--- config.mk ---
export PLATFORM = sky130hd
export DESIGN_NAME = circular_first_free_slot_allocator
export DESIGN_NICKNAME = d
export VERILOG_FILES = /design/src/rtl/cffs_pkg.sv /design/src/rtl/cffs_find.sv /design/src/rtl/cffs_slot_map.sv /design/src/rtl/circular_first_free_slot_allocator.sv
export SDC_FILE = /design/constraint.sdc
export NUM_CORES = 1
export LEC_CHECK = 0
export BUFFER_PORTS_ARGS = -buffer_cell sky130_fd_sc_hd__buf_2
export CAP_MARGIN = 20
export CORE_UTILIZATION = 45
export DETAILED_ROUTE_END_ITERATION = 7
export MAX_ROUTING_LAYER = met4
export RECOVER_POWER = 100
export SYNTH_ARGS = -nofsm -noshare
export SYNTH_HDL_FRONTEND = slang
export SYNTH_SLANG_ARGS = --single-unit
export TNS_END_PERCENT = 100
--- constraint.sdc ---
create_clock -name clock -period 12.25 [get_ports clock]
set_input_delay 2.45 -clock clock [delete_from_list [all_inputs] [get_ports clock]]
set_output_delay 2.45 -clock clock [all_outputs]
set_load 0.02 [all_outputs]
--- src/rtl/cffs_pkg.sv ---
`timescale 1ns / 1ps
// ----------------------------------------------------------------------------
// cffs_pkg
// Shared types and constants for the circular first-free slot allocator.
// ----------------------------------------------------------------------------
package cffs_pkg;

   // fixed field widths
   localparam int SLOT_W  = 6;
   localparam int COUNT_W = 7;

   // slot count after reset
   localparam logic [COUNT_W-1:0] COUNT_RESET = 7'd64;

   // request operation codes
   typedef enum logic [0:0] {
      OP_ALLOC   = 1'b0,
      OP_RELEASE = 1'b1
   } slot_op_type;

   // request handed to the slot map in the cycle it is processed
   typedef struct packed {
      logic              valid;
      slot_op_type       op;
      logic [SLOT_W-1:0] index;
   } map_cmd_type;

   // allocate outcome from the slot map
   typedef struct packed {
      logic [SLOT_W-1:0] granted_slot;
      logic              none_free;
   } map_rsp_type;

endpackage

--- src/rtl/cffs_find.sv ---
`timescale 1ns / 1ps
// ----------------------------------------------------------------------------
// cffs_find
// Priority encoder: position of the lowest set bit of a mask.
// ----------------------------------------------------------------------------
module cffs_find #(
   parameter int W  = 64,
   parameter int IW = (W > 1) ? $clog2(W) : 1
) (
   input  logic [W-1:0]  req_mask,
   output logic          found,
   output logic [IW-1:0] pos
);

   // scan from the top so the lowest set bit wins
   always_comb begin
      found = |req_mask;
      pos   = '0;
      for (int i = W - 1; i >= 0; i--) begin
         if (req_mask[i]) begin
            pos = IW'(i);
         end
      end
   end

endmodule

--- src/rtl/cffs_slot_map.sv ---
`timescale 1ns / 1ps
// ----------------------------------------------------------------------------
// cffs_slot_map
// Occupancy bitmap, slot count register and the circular first-free search.
// ----------------------------------------------------------------------------
module cffs_slot_map import cffs_pkg::*; #(
   parameter int MAX_SLOTS = 64
) (
   input  logic               clock,
   input  logic               reset,
   input  logic               csr_wr_en,
   input  logic [COUNT_W-1:0] csr_wr_data,
   input  map_cmd_type        cmd,
   output map_rsp_type        rsp
);

   localparam int IW = (MAX_SLOTS > 1) ? $clog2(MAX_SLOTS) : 1;
   localparam logic [COUNT_W-1:0] MaxCount = COUNT_W'(MAX_SLOTS);

   logic [COUNT_W-1:0]   slot_count_ff;
   logic [MAX_SLOTS-1:0] map_ff;
   logic [MAX_SLOTS-1:0] map_in;

   logic [COUNT_W-1:0]   eff_count;
   logic                 in_range;
   logic [COUNT_W-1:0]   start;
   logic [MAX_SLOTS-1:0] live_mask;
   logic [MAX_SLOTS-1:0] upper_mask;
   logic [MAX_SLOTS-1:0] free_mask;
   logic [MAX_SLOTS-1:0] high_mask;
   logic [MAX_SLOTS-1:0] pick_mask;
   logic                 found;
   logic [IW-1:0]        pick_pos;

   // slot count register
   always_ff @(posedge clock) begin
      if (reset) begin
         slot_count_ff <= COUNT_RESET;
      end else if (csr_wr_en) begin
         slot_count_ff <= csr_wr_data;
      end
   end

   // clamp count, pick the search start
   assign eff_count = (slot_count_ff > MaxCount) ? MaxCount : slot_count_ff;
   assign in_range  = ({1'b0, cmd.index} < eff_count);
   assign start     = in_range ? {1'b0, cmd.index} : '0;

   // live slots and slots at or after the start
   always_comb begin
      for (int i = 0; i < MAX_SLOTS; i++) begin
         live_mask[i]  = (COUNT_W'(i) < eff_count);
         upper_mask[i] = (COUNT_W'(i) >= start);
      end
   end

   // search upper part first, wrap to the whole range
   assign free_mask = ~map_ff & live_mask;
   assign high_mask = free_mask & upper_mask;
   assign pick_mask = (|high_mask) ? high_mask : free_mask;

   cffs_find #(
      .W  (MAX_SLOTS),
      .IW (IW)
   ) u_find (
      .req_mask (pick_mask),
      .found    (found),
      .pos      (pick_pos)
   );

   // allocate outcome
   assign rsp.granted_slot = found ? SLOT_W'(pick_pos) : '0;
   assign rsp.none_free    = ~found;

   // bitmap update
   always_comb begin
      map_in = map_ff;
      if (cmd.valid) begin
         unique case (cmd.op)
            OP_ALLOC: begin
               if (found) begin
                  map_in = map_ff | (MAX_SLOTS'(1) << pick_pos);
               end
            end
            OP_RELEASE: begin
               if (in_range) begin
                  map_in = map_ff & ~(MAX_SLOTS'(1) << cmd.index);
               end
            end
            default: begin
               map_in = map_ff;
            end
         endcase
      end
   end

   always_ff @(posedge clock) begin
      if (reset) begin
         map_ff <= '0;
      end else begin
         map_ff <= map_in;
      end
   end

endmodule

--- src/rtl/circular_first_free_slot_allocator.sv ---
`timescale 1ns / 1ps
// ----------------------------------------------------------------------------
// circular_first_free_slot_allocator
// Grants the first free slot at or after a preferred slot, wrapping around.
// ----------------------------------------------------------------------------
// Usage:
// - request channel (req_valid / req_stall): req_type selects allocate or
//   release, req_slot_index is the preferred slot or the slot to free.
// - response channel (rsp_valid / rsp_stall): one response per allocate,
//   carrying rsp_granted_slot and rsp_none_free; a release gives none.
// - csr_wr_en / csr_wr_data set the number of slots in use; write it only
//   while no request is in flight.
// Timing: a request waits in the input register until it can leave; the
// bitmap search and update happen in the cycle it leaves. The response
// is registered: an allocate passes the input register and then the
// response register. One request is accepted every cycle while req_stall
// is low; the bitmap read, priority encode and write share a cycle, so
// back-to-back allocates see each other.
// Reset: all slots free, slot count 64, both stages empty.
// Stall: a held response blocks an allocate in the input register, which
// then stalls the request channel; releases still drain.
// ----------------------------------------------------------------------------
module circular_first_free_slot_allocator import cffs_pkg::*; #(
   parameter int MAX_SLOTS = 64
) (
   input  logic               clock,
   input  logic               reset,
   input  logic               req_valid,
   output logic               req_stall,
   input  logic               req_type,
   input  logic [SLOT_W-1:0]  req_slot_index,
   output logic               rsp_valid,
   input  logic               rsp_stall,
   output logic [SLOT_W-1:0]  rsp_granted_slot,
   output logic               rsp_none_free,
   input  logic               csr_wr_en,
   input  logic [COUNT_W-1:0] csr_wr_data
);

   logic              s1_valid_ff;
   logic              s1_valid_in;
   slot_op_type       s1_op_ff;
   logic [SLOT_W-1:0] s1_idx_ff;

   logic              rsp_valid_ff;
   logic              rsp_valid_in;
   map_rsp_type       rsp_ff;

   logic              out_free;
   logic              s1_go;
   logic              s1_alloc_go;
   logic              req_fire;
   map_cmd_type       cmd;
   map_rsp_type       map_rsp;

   // handshake
   assign out_free    = ~rsp_valid_ff | ~rsp_stall;
   assign s1_go       = s1_valid_ff & ((s1_op_ff == OP_RELEASE) | out_free);
   assign s1_alloc_go = s1_go & (s1_op_ff == OP_ALLOC);
   assign req_stall   = s1_valid_ff & ~s1_go;
   assign req_fire    = req_valid & ~req_stall;

   // input register
   assign s1_valid_in = req_fire | (s1_valid_ff & ~s1_go);

   always_ff @(posedge clock) begin
      if (reset) begin
         s1_valid_ff <= 1'b0;
      end else begin
         s1_valid_ff <= s1_valid_in;
      end
   end

   always_ff @(posedge clock) begin
      if (req_fire) begin
         s1_op_ff  <= slot_op_type'(req_type);
         s1_idx_ff <= req_slot_index;
      end
   end

   // slot map
   assign cmd.valid = s1_go;
   assign cmd.op    = s1_op_ff;
   assign cmd.index = s1_idx_ff;

   cffs_slot_map #(
      .MAX_SLOTS (MAX_SLOTS)
   ) u_slot_map (
      .clock       (clock),
      .reset       (reset),
      .csr_wr_en   (csr_wr_en),
      .csr_wr_data (csr_wr_data),
      .cmd         (cmd),
      .rsp         (map_rsp)
   );

   // response register
   always_comb begin
      if (s1_alloc_go) begin
         rsp_valid_in = 1'b1;
      end else if (~rsp_stall) begin
         rsp_valid_in = 1'b0;
      end else begin
         rsp_valid_in = rsp_valid_ff;
      end
   end

   always_ff @(posedge clock) begin
      if (reset) begin
         rsp_valid_ff <= 1'b0;
      end else begin
         rsp_valid_ff <= rsp_valid_in;
      end
   end

   always_ff @(posedge clock) begin
      if (s1_alloc_go) begin
         rsp_ff <= map_rsp;
      end
   end

   assign rsp_valid        = rsp_valid_ff;
   assign rsp_granted_slot = rsp_ff.granted_slot;
   assign rsp_none_free    = rsp_ff.none_free;

`ifndef SYNTHESIS
   // the request side only stalls behind an allocate blocked by the output
   a_stall_cause: assert property (@(posedge clock) disable iff (reset)
      req_stall |-> (s1_valid_ff && s1_op_ff == OP_ALLOC && rsp_valid_ff && rsp_stall))
      else $error("request stall without a blocked allocate");

   // every allocate that leaves the input register shows a response next
   a_alloc_rsp: assert property (@(posedge clock) disable iff (reset)
      s1_alloc_go |=> rsp_valid_ff)
      else $error("allocate produced no response");

   // a taken response with nothing behind it empties the output register
   a_rsp_drain: assert property (@(posedge clock) disable iff (reset)
      (rsp_valid_ff && !rsp_stall && !s1_alloc_go) |=> !rsp_valid_ff)
      else $error("response repeated after it was taken");
`endif

endmodule

# After elaboration in Yosys (flattened, before gate mapping)
# Index checks and enable logic that the tools add are counted.
[totals] out_inout_bits=9 wordCells=237 ff_bits=87 inputBits=19
[classes] magnitude_cmp=130 n_shift=2 reduce_logical=3 n_mux=72 bitwise_logic=19 eq_ne=3
[ops] op="6-bit two-way mux" count=65
[ops] op="6-bit by 7-bit greater-or-equal comparator with 1-bit output, first input constant" count=32
[ops] op="6-bit by 7-bit less-than comparator with 1-bit output, first input constant" count=32
[ops] op="64-bit bitwise AND" count=3
[ops] op="64-bit two-way mux" count=3
[ops] op="64-bit NOT" count=2
[ops] op="64-bit one-hot mux with 2 select lines" count=1
[ops] op="64-bit OR reduction" count=2
[ops] op="1-bit by 6-bit << shifter with 64-bit output, first input constant" count=2
[ops] op="5-bit by 7-bit greater-or-equal comparator with 1-bit output, first input constant" count=16
[ops] op="5-bit by 7-bit less-than comparator with 1-bit output, first input constant" count=16
[ops] op="64-bit bitwise OR" count=1
[ops] op="4-bit by 7-bit greater-or-equal comparator with 1-bit output, first input constant" count=8
[ops] op="4-bit by 7-bit less-than comparator with 1-bit output, first input constant" count=8
[ops] op="3-bit by 7-bit greater-or-equal comparator with 1-bit output, first input constant" count=4
[ops] op="3-bit by 7-bit less-than comparator with 1-bit output, first input constant" count=4
[ops] op="1-bit by 7-bit greater-or-equal comparator with 1-bit output, first input constant" count=2
[ops] op="2-bit by 7-bit greater-or-equal comparator with 1-bit output, first input constant" count=2
[ops] op="1-bit by 7-bit less-than comparator with 1-bit output, first input constant" count=2
[ops] op="2-bit by 7-bit less-than comparator with 1-bit output, first input constant" count=2
[ops] op="7-bit greater-than comparator, second input constant" count=1
[ops] op="6-bit by 7-bit less-than comparator with 1-bit output" count=1
[ops] op="7-bit two-way mux" count=1
[ops] op="2-bit by 1-bit != test with 1-bit output, second input constant" count=3
[ops] op="other kinds (5)" count=16

# Logic depth before layout (Yosys ltp)
[logic_depth] ltp_word=76 mapped_depth=27 depth_no_buf=20

# Hierarchy
# From an unflattened synthesis, not the netlist that was laid out.
[unflattened] hier_cells=1155 hier_area_um2=7761.2
[by_module_without_submodules] module="cffs_slot_map" cells_each=984 area_per_inst_um2=6358.6 instances=1 seq_area_each_um2=1421.4
[by_module_without_submodules] module="cffs_find" cells_each=145 area_per_inst_um2=887.1 instances=1 seq_area_each_um2=0.0
[by_module_without_submodules] module="circular_first_free_slot_allocator" cells_each=26 area_per_inst_um2=515.5 instances=1 seq_area_each_um2=460.4

# Worst setup path before layout
# No wires, ideal clock.
[synth_path] kind="register to register" start="register u_slot_map.slot_count_ff[6]" end="register u_slot_map.map_ff[14]" stages_incl_launch_ff=25 slack_ns=6.811 required_time_ns=12.181 n_path_buf=6 t_arrival_ns=5.369 period_less_slack_ns=5.439 setup_ns=0.069 path_cell_list="dfxtp_1 buf_6 inv_1 clkbuf_1 buf_1 nand2_1 ha_1 a211oi_1 or2_2 o21ai_1 clkbuf_1 o21a_1 a211oi_1 nand4_1 or4_1 buf_2 buf_6 o311ai_2 o211ai_1 a221oi_2 o21ai_1 a311oi_2 o21ai_2 or3_4 o21ai_2"
[synth_between] elab_chain_len=76 elab_cells_between_ends=208 cone_classes="order compare (130); eq/ne (2); shift (1); mux (69); bitwise (3); reduce/logical (3)"
[synth_rtl] element="start: declaration" line="cffs_slot_map.sv:20" source="logic [COUNT_W-1:0] slot_count_ff;"
[synth_rtl] element="start signal: assignment" line="cffs_slot_map.sv:40" source="slot_count_ff <= csr_wr_data;"
[synth_rtl] element="7-bit greater-than comparator" line="cffs_slot_map.sv:45" source="assign eff_count = (slot_count_ff > MaxCount) ? MaxCount : slot_count_ff;"
[synth_rtl] element="7-bit two-way mux *" line="cffs_slot_map.sv:45"
[synth_rtl] element="6-bit by 7-bit less-than comparator with 1-bit output" line="cffs_slot_map.sv:46" source="assign in_range = ({1'b0, cmd.index} < eff_count);"
[synth_rtl] element="6-bit two-way mux" line="cffs_slot_map.sv:47" source="assign start = in_range ? {1'b0, cmd.index} : '0;"
[synth_rtl] element="1-bit by 7-bit greater-or-equal comparator with 1-bit output, or another cell as far along" line="cffs_slot_map.sv:53" source="upper_mask[i] = (COUNT_W'(i) >= start);"
[synth_rtl] element="64-bit bitwise AND" line="cffs_slot_map.sv:59" source="assign high_mask = free_mask & upper_mask;"
[synth_rtl] element="64-bit OR reduction" line="cffs_slot_map.sv:60" source="assign pick_mask = (|high_mask) ? high_mask : free_mask;"
[synth_rtl] element="64-bit two-way mux" line="cffs_slot_map.sv:60"
[synth_rtl] element="6-bit two-way mux (64 in a row)" line="cffs_find.sv:20" source="if (req_mask[i]) begin"
[synth_rtl] element="1-bit by 6-bit << shifter with 64-bit output" line="cffs_slot_map.sv:82" source="map_in = map_ff | (MAX_SLOTS'(1) << pick_pos);"
[synth_rtl] element="64-bit bitwise OR" line="cffs_slot_map.sv:82"
[synth_rtl] element="64-bit two-way mux" line="cffs_slot_map.sv:81" source="if (found) begin"
[synth_rtl] element="64-bit one-hot mux with 2 select lines" line="cffs_slot_map.sv:79" source="unique case (cmd.op)"
[synth_rtl] element="end signal: assignment" line="cffs_slot_map.sv:101" source="map_ff <= map_in;"
[synth_rtl] element="end: declaration" line="cffs_slot_map.sv:21" source="logic [MAX_SLOTS-1:0] map_ff;"
# Mark *: on every way between the ends. The rest lies on a longest branch, timed or not. The select of a mux whose other input is x is not followed.
# A chain may end at the register's enable or synchronous reset.

# Worst setup path after layout
[layout_path] start="register u_slot_map.slot_count_ff[6]" end="register u_slot_map.map_ff[40]"
# The elaborated chain is that of the path after synthesis.

==> impl_metrics.env <==
export IMPL_layout_common_cells="nor2_1 (136), o21ai_0 (136), nand2_1 (127), a21oi_1 (107), dfxtp_1 (73)"
export IMPL_cts_root_buf="clkbuf_16"
export IMPL_drt_total_wl_um=46300
export IMPL_dieArea_mm2=0.0195
export IMPL_ant_nets=0
export IMPL_critPathMaxStageDelay_ps=1130
export IMPL_core_mm2=0.0183
export IMPL_path_clk_slew_ps=80
export IMPL_vias_per_cell=7.61
export IMPL_grt_pass1_vias=9899
export IMPL_min_period_ps=9550
export IMPL_rows=49
export IMPL_tritoncts="built"
export IMPL_power_density_mw_per_mm2=105
export IMPL_cts_resized=0
export IMPL_grt_max_degree=47
export IMPL_grt_ovfl_total=0
export IMPL_path_cells="clkbuf_1, inv_1, nand2_1, ha_1, a211oi_1, or2_2, o211ai_1, clkbuf_1, o21ai_0, nand3_1, or3_1, clkbuf_1, nor2_1, a211oi_1, a211oi_1, o21ai_0, o21ai_0, nand4_1, o32ai_1"
export IMPL_drc=0
export IMPL_postSynthNetCount=1250
export IMPL_rr_endpoint="u_slot_map.map_ff[40]$_SDFFE_PP0P_"
export IMPL_setup_tns_ps=0
export IMPL_cts_made_buffers=9
export IMPL_synth_warnings=0
export IMPL_ys_ff_latch=87
export IMPL_portBuffers=27
export IMPL_stdcell_count=1443
export IMPL_power_switching_uw=390
export IMPL_period_share_pct=78.0
export IMPL_postCtsSetupBuffers=0
export IMPL_start_util_pct=46.6
export IMPL_synth_edff_count=14
export IMPL_leakage_nw=3.03
export IMPL_hold_viol=0
export IMPL_clk_latency_ps=360
export IMPL_min_to="u_slot_map.map_ff[52]$_SDFFE_PP0P_"
export IMPL_r2r_worst_path_cells=19
export IMPL_dp_hpwl_um=35400
export IMPL_synth_avg_cell_area_um2=6.94
export IMPL_dr_total_vias=11000
export IMPL_place_gp_congestion=1.10
export IMPL_sw_frac_of_total_pct=41.1
export IMPL_crit_type="reg -> reg"
export IMPL_p_int_uw=559
export IMPL_setup_violations_final=0
export IMPL_setup_worst_path_end_class="register"
export IMPL_r2r_start="u_slot_map.slot_count_ff[6]$_SDFFE_PP1P_"
export IMPL_postCtsHoldBufs=0
export IMPL_crit_path_start_kind="register"
export IMPL_area_growth_pct=6.23
export IMPL_cts_path_max_buffers=2
export IMPL_grt_pass1_wl_um=67100
export IMPL_violations="capacitance limit, slew limit"
export IMPL_fillCellCount=1929
export IMPL_path_max_fanout=35
export IMPL_critical_path_top_delay_family="compound AO/OA/AOI/OAI gates"
export IMPL_drv_cap=2
export IMPL_dr_pass1_iters=8
export IMPL_status="finished with violations"
export IMPL_total_power_uw=949
export IMPL_rsz0062_at_grt="false"
export IMPL_slowest_stage="clkbuf_1"
export IMPL_p_clk_share_pct=31.7
export IMPL_multiInputGateArea_mm2=0.00614
export IMPL_crit_buf_inv=4
export IMPL_synth_cells=1226
export IMPL_power_share_sequential_pct=32.2
export IMPL_antenna_found_initial=1
export IMPL_pwr_share_comb_pct=36.1
export IMPL_worstPathArrival_ps=9800
export IMPL_skew_ps=14.5
export IMPL_drive_gt1_share_pct=8.58
export IMPL_die_y_um=140
export IMPL_whs_path_depth=2
export IMPL_dp_cells=1423
export IMPL_hp_start="u_slot_map.map_ff[52]$_SDFFE_PP0P_"
export IMPL_worst_ep_required_time_ps=12500
export IMPL_ys_types=85
export IMPL_tightest_slew_ps=1910
export IMPL_track_usage_pct=48.5
export IMPL_ir_worst_vdd_v=0.0000866
export IMPL_final_max_slew_viol_count=74
export IMPL_maxSlewHeadroom_pct=-27.2
export IMPL_synthesis_area_mm2=0.00851
export IMPL_ff_latch_area_mm2=0.00188
export IMPL_max_freq_mhz=105
export IMPL_drt_initial_drc_count=1961
export IMPL_cts_htree_levels=3
export IMPL_holdWs_ps=492
export IMPL_synthArstFlopShare_pct=0
export IMPL_dieWidth_um=140
export IMPL_hp_class="reg -> reg"
export IMPL_final_net_count=1231
export IMPL_synth_main_ff_cell="dfxtp_1"
export IMPL_cts_num_sinks=87
export IMPL_ys_seq_area_share_pct=22.1
export IMPL_ios=28
export IMPL_wl_per_cell_um=32.1
export IMPL_rrSetupSlack_ps=2700
flip-flops by register name, indices dropped and copies added, names as in the netlist:
| name | flops |
|---|---|
| rsp_valid | 1 |
| u_slot_map.slot_count_ff | 7 |
| rsp_none_free | 1 |
| rsp_granted_slot | 6 |
| s1_idx_ff | 6 |
| s1_op_ff | 1 |
| u_slot_map.map_ff | 64 |
| s1_valid_ff | 1 |
how the worst max path moves through the flow:
stage / from / endpoint / slack [ps] / depth (start not counted)
2_1_floorplan: u_slot_map.slot_count_ff[6]$_SDFFE_PP1P_ / u_slot_map.map_ff[14]$_SDFFE_PP0P_ / 6810 / 24
3_3_place_gp: u_slot_map.slot_count_ff[6]$_SDFFE_PP1P_ / u_slot_map.map_ff[13]$_SDFFE_PP0P_ / 5060 / 21
3_5_place_dp: u_slot_map.slot_count_ff[6]$_SDFFE_PP1P_ / u_slot_map.map_ff[15]$_SDFFE_PP0P_ / 4890 / 21
4_1_cts: u_slot_map.slot_count_ff[6]$_SDFFE_PP1P_ / u_slot_map.map_ff[15]$_SDFFE_PP0P_ / 4790 / 21
5_1_grt: u_slot_map.slot_count_ff[6]$_SDFFE_PP1P_ / u_slot_map.map_ff[18]$_SDFFE_PP0P_ / 2050 / 20
6_report: u_slot_map.slot_count_ff[6]$_SDFFE_PP1P_ / u_slot_map.map_ff[40]$_SDFFE_PP0P_ / 2700 / 19
power by group through the flow:
| stage | Sequential, mW | Combinational (mW) | Clock (mW) |
|---|---|---|---|
| 6_report | 0.305 | 0.343 | 0.301 |
| 5_1_grt | 0.305 | 0.356 | 0.312 |
| 4_1_cts | 0.304 | 0.328 | 0.302 |
| 3_5_place_dp | 0.311 | 0.326 | 0 |
| 3_3_place_gp | 0.311 | 0.330 | 0 |
| 2_1_floorplan | 0.307 | 0.219 | 0 |
kinds of logic after synthesis:
family	Yosys count	share of synthesized area (%)
adder cells (fa/ha/maj)	7	0.970
multiplexers	7	0.823
AO/OA/AOI/OAI	543	43.0
buffers and inverters	108	5.63
AND/OR/NAND/NOR	474	27.4
flip-flops	87	22.1
Yosys cell counts, types with 5 or more instances:
cell,n,area (µm²)
or2_2,13,81.3
o2111ai_1,8,70.1
o21ai_2,10,87.6
nand2_1,127,477
nand4_1,11,68.8
o32ai_1,9,78.8
o211a_1,7,70.1
a211o_1,7,61.3
dfxtp_1,73,1460
a31oi_1,15,93.8
a31o_2,6,52.6
nor4_1,8,50.1
nor3_1,28,140
or4_1,6,45.0
nand3_1,47,235
o22ai_1,16,100
a21oi_1,108,541
mux2i_1,7,70.1
a221oi_1,7,61.3
and2_1,18,113
edfxtp_1,14,420
o31ai_1,23,173
o21a_1,29,218
o221ai_1,6,52.6
nor2_1,136,510
a21boi_0,7,52.6
ha_1,5,62.6
o21ai_0,125,626
o311ai_0,12,105
inv_1,18,67.6
buf_2,26,130
or3_1,12,75.1
a211oi_1,25,188
clkbuf_1,43,161
o21ai_1,7,35.0
nor2b_1,10,62.6
a21o_1,23,173
nand2b_1,23,144
buf_6,5,56.3
o211ai_1,33,248
o31a_1,9,78.8
and3_1,5,31.3
buf_1,13,48.8
metrics by stage:
stage	area, µm²	worst slack (ps)	util, %
2_1_floorplan	8510	6810	-
3_3_place_gp	8770	5060	48.0
3_5_place_dp	8770	4890	48.0
4_1_cts	9090	4790	49.7
5_1_grt	9040	2050	49.5
6_report	9040	2700	49.5
cell type report:
cell class,count,share of cell area [%]
diodes,2,0.0553
clock buffers,9,2.49
clock inverters,7,1.05
inverters,20,0.830
multi-input cells,1031,67.9
flip-flops and latches,87,20.8
well taps,229,3.17
repair buffers,58,3.71
per-layer routing:
layer	routed length [µm]	GRT usage, %	up-vias
met4	3630	30.4	0
met1	17300	59.8	5158
li1	-	-	4654
met2	19100	69.5	945
met3	6390	13.7	226
met5	0	-	-
worst reg2reg max path: cells and delay by family (launching register included):
kind                     cells  cell delay [ps]
AO/OA/AOI/OAI                8             3460
buffers and inverters        4             2770
flip-flops                   1              310
adder cells (fa/ha/maj)      1              260
AND/OR/NAND/NOR              6             2640
Power figures use the tool's default switching activity.
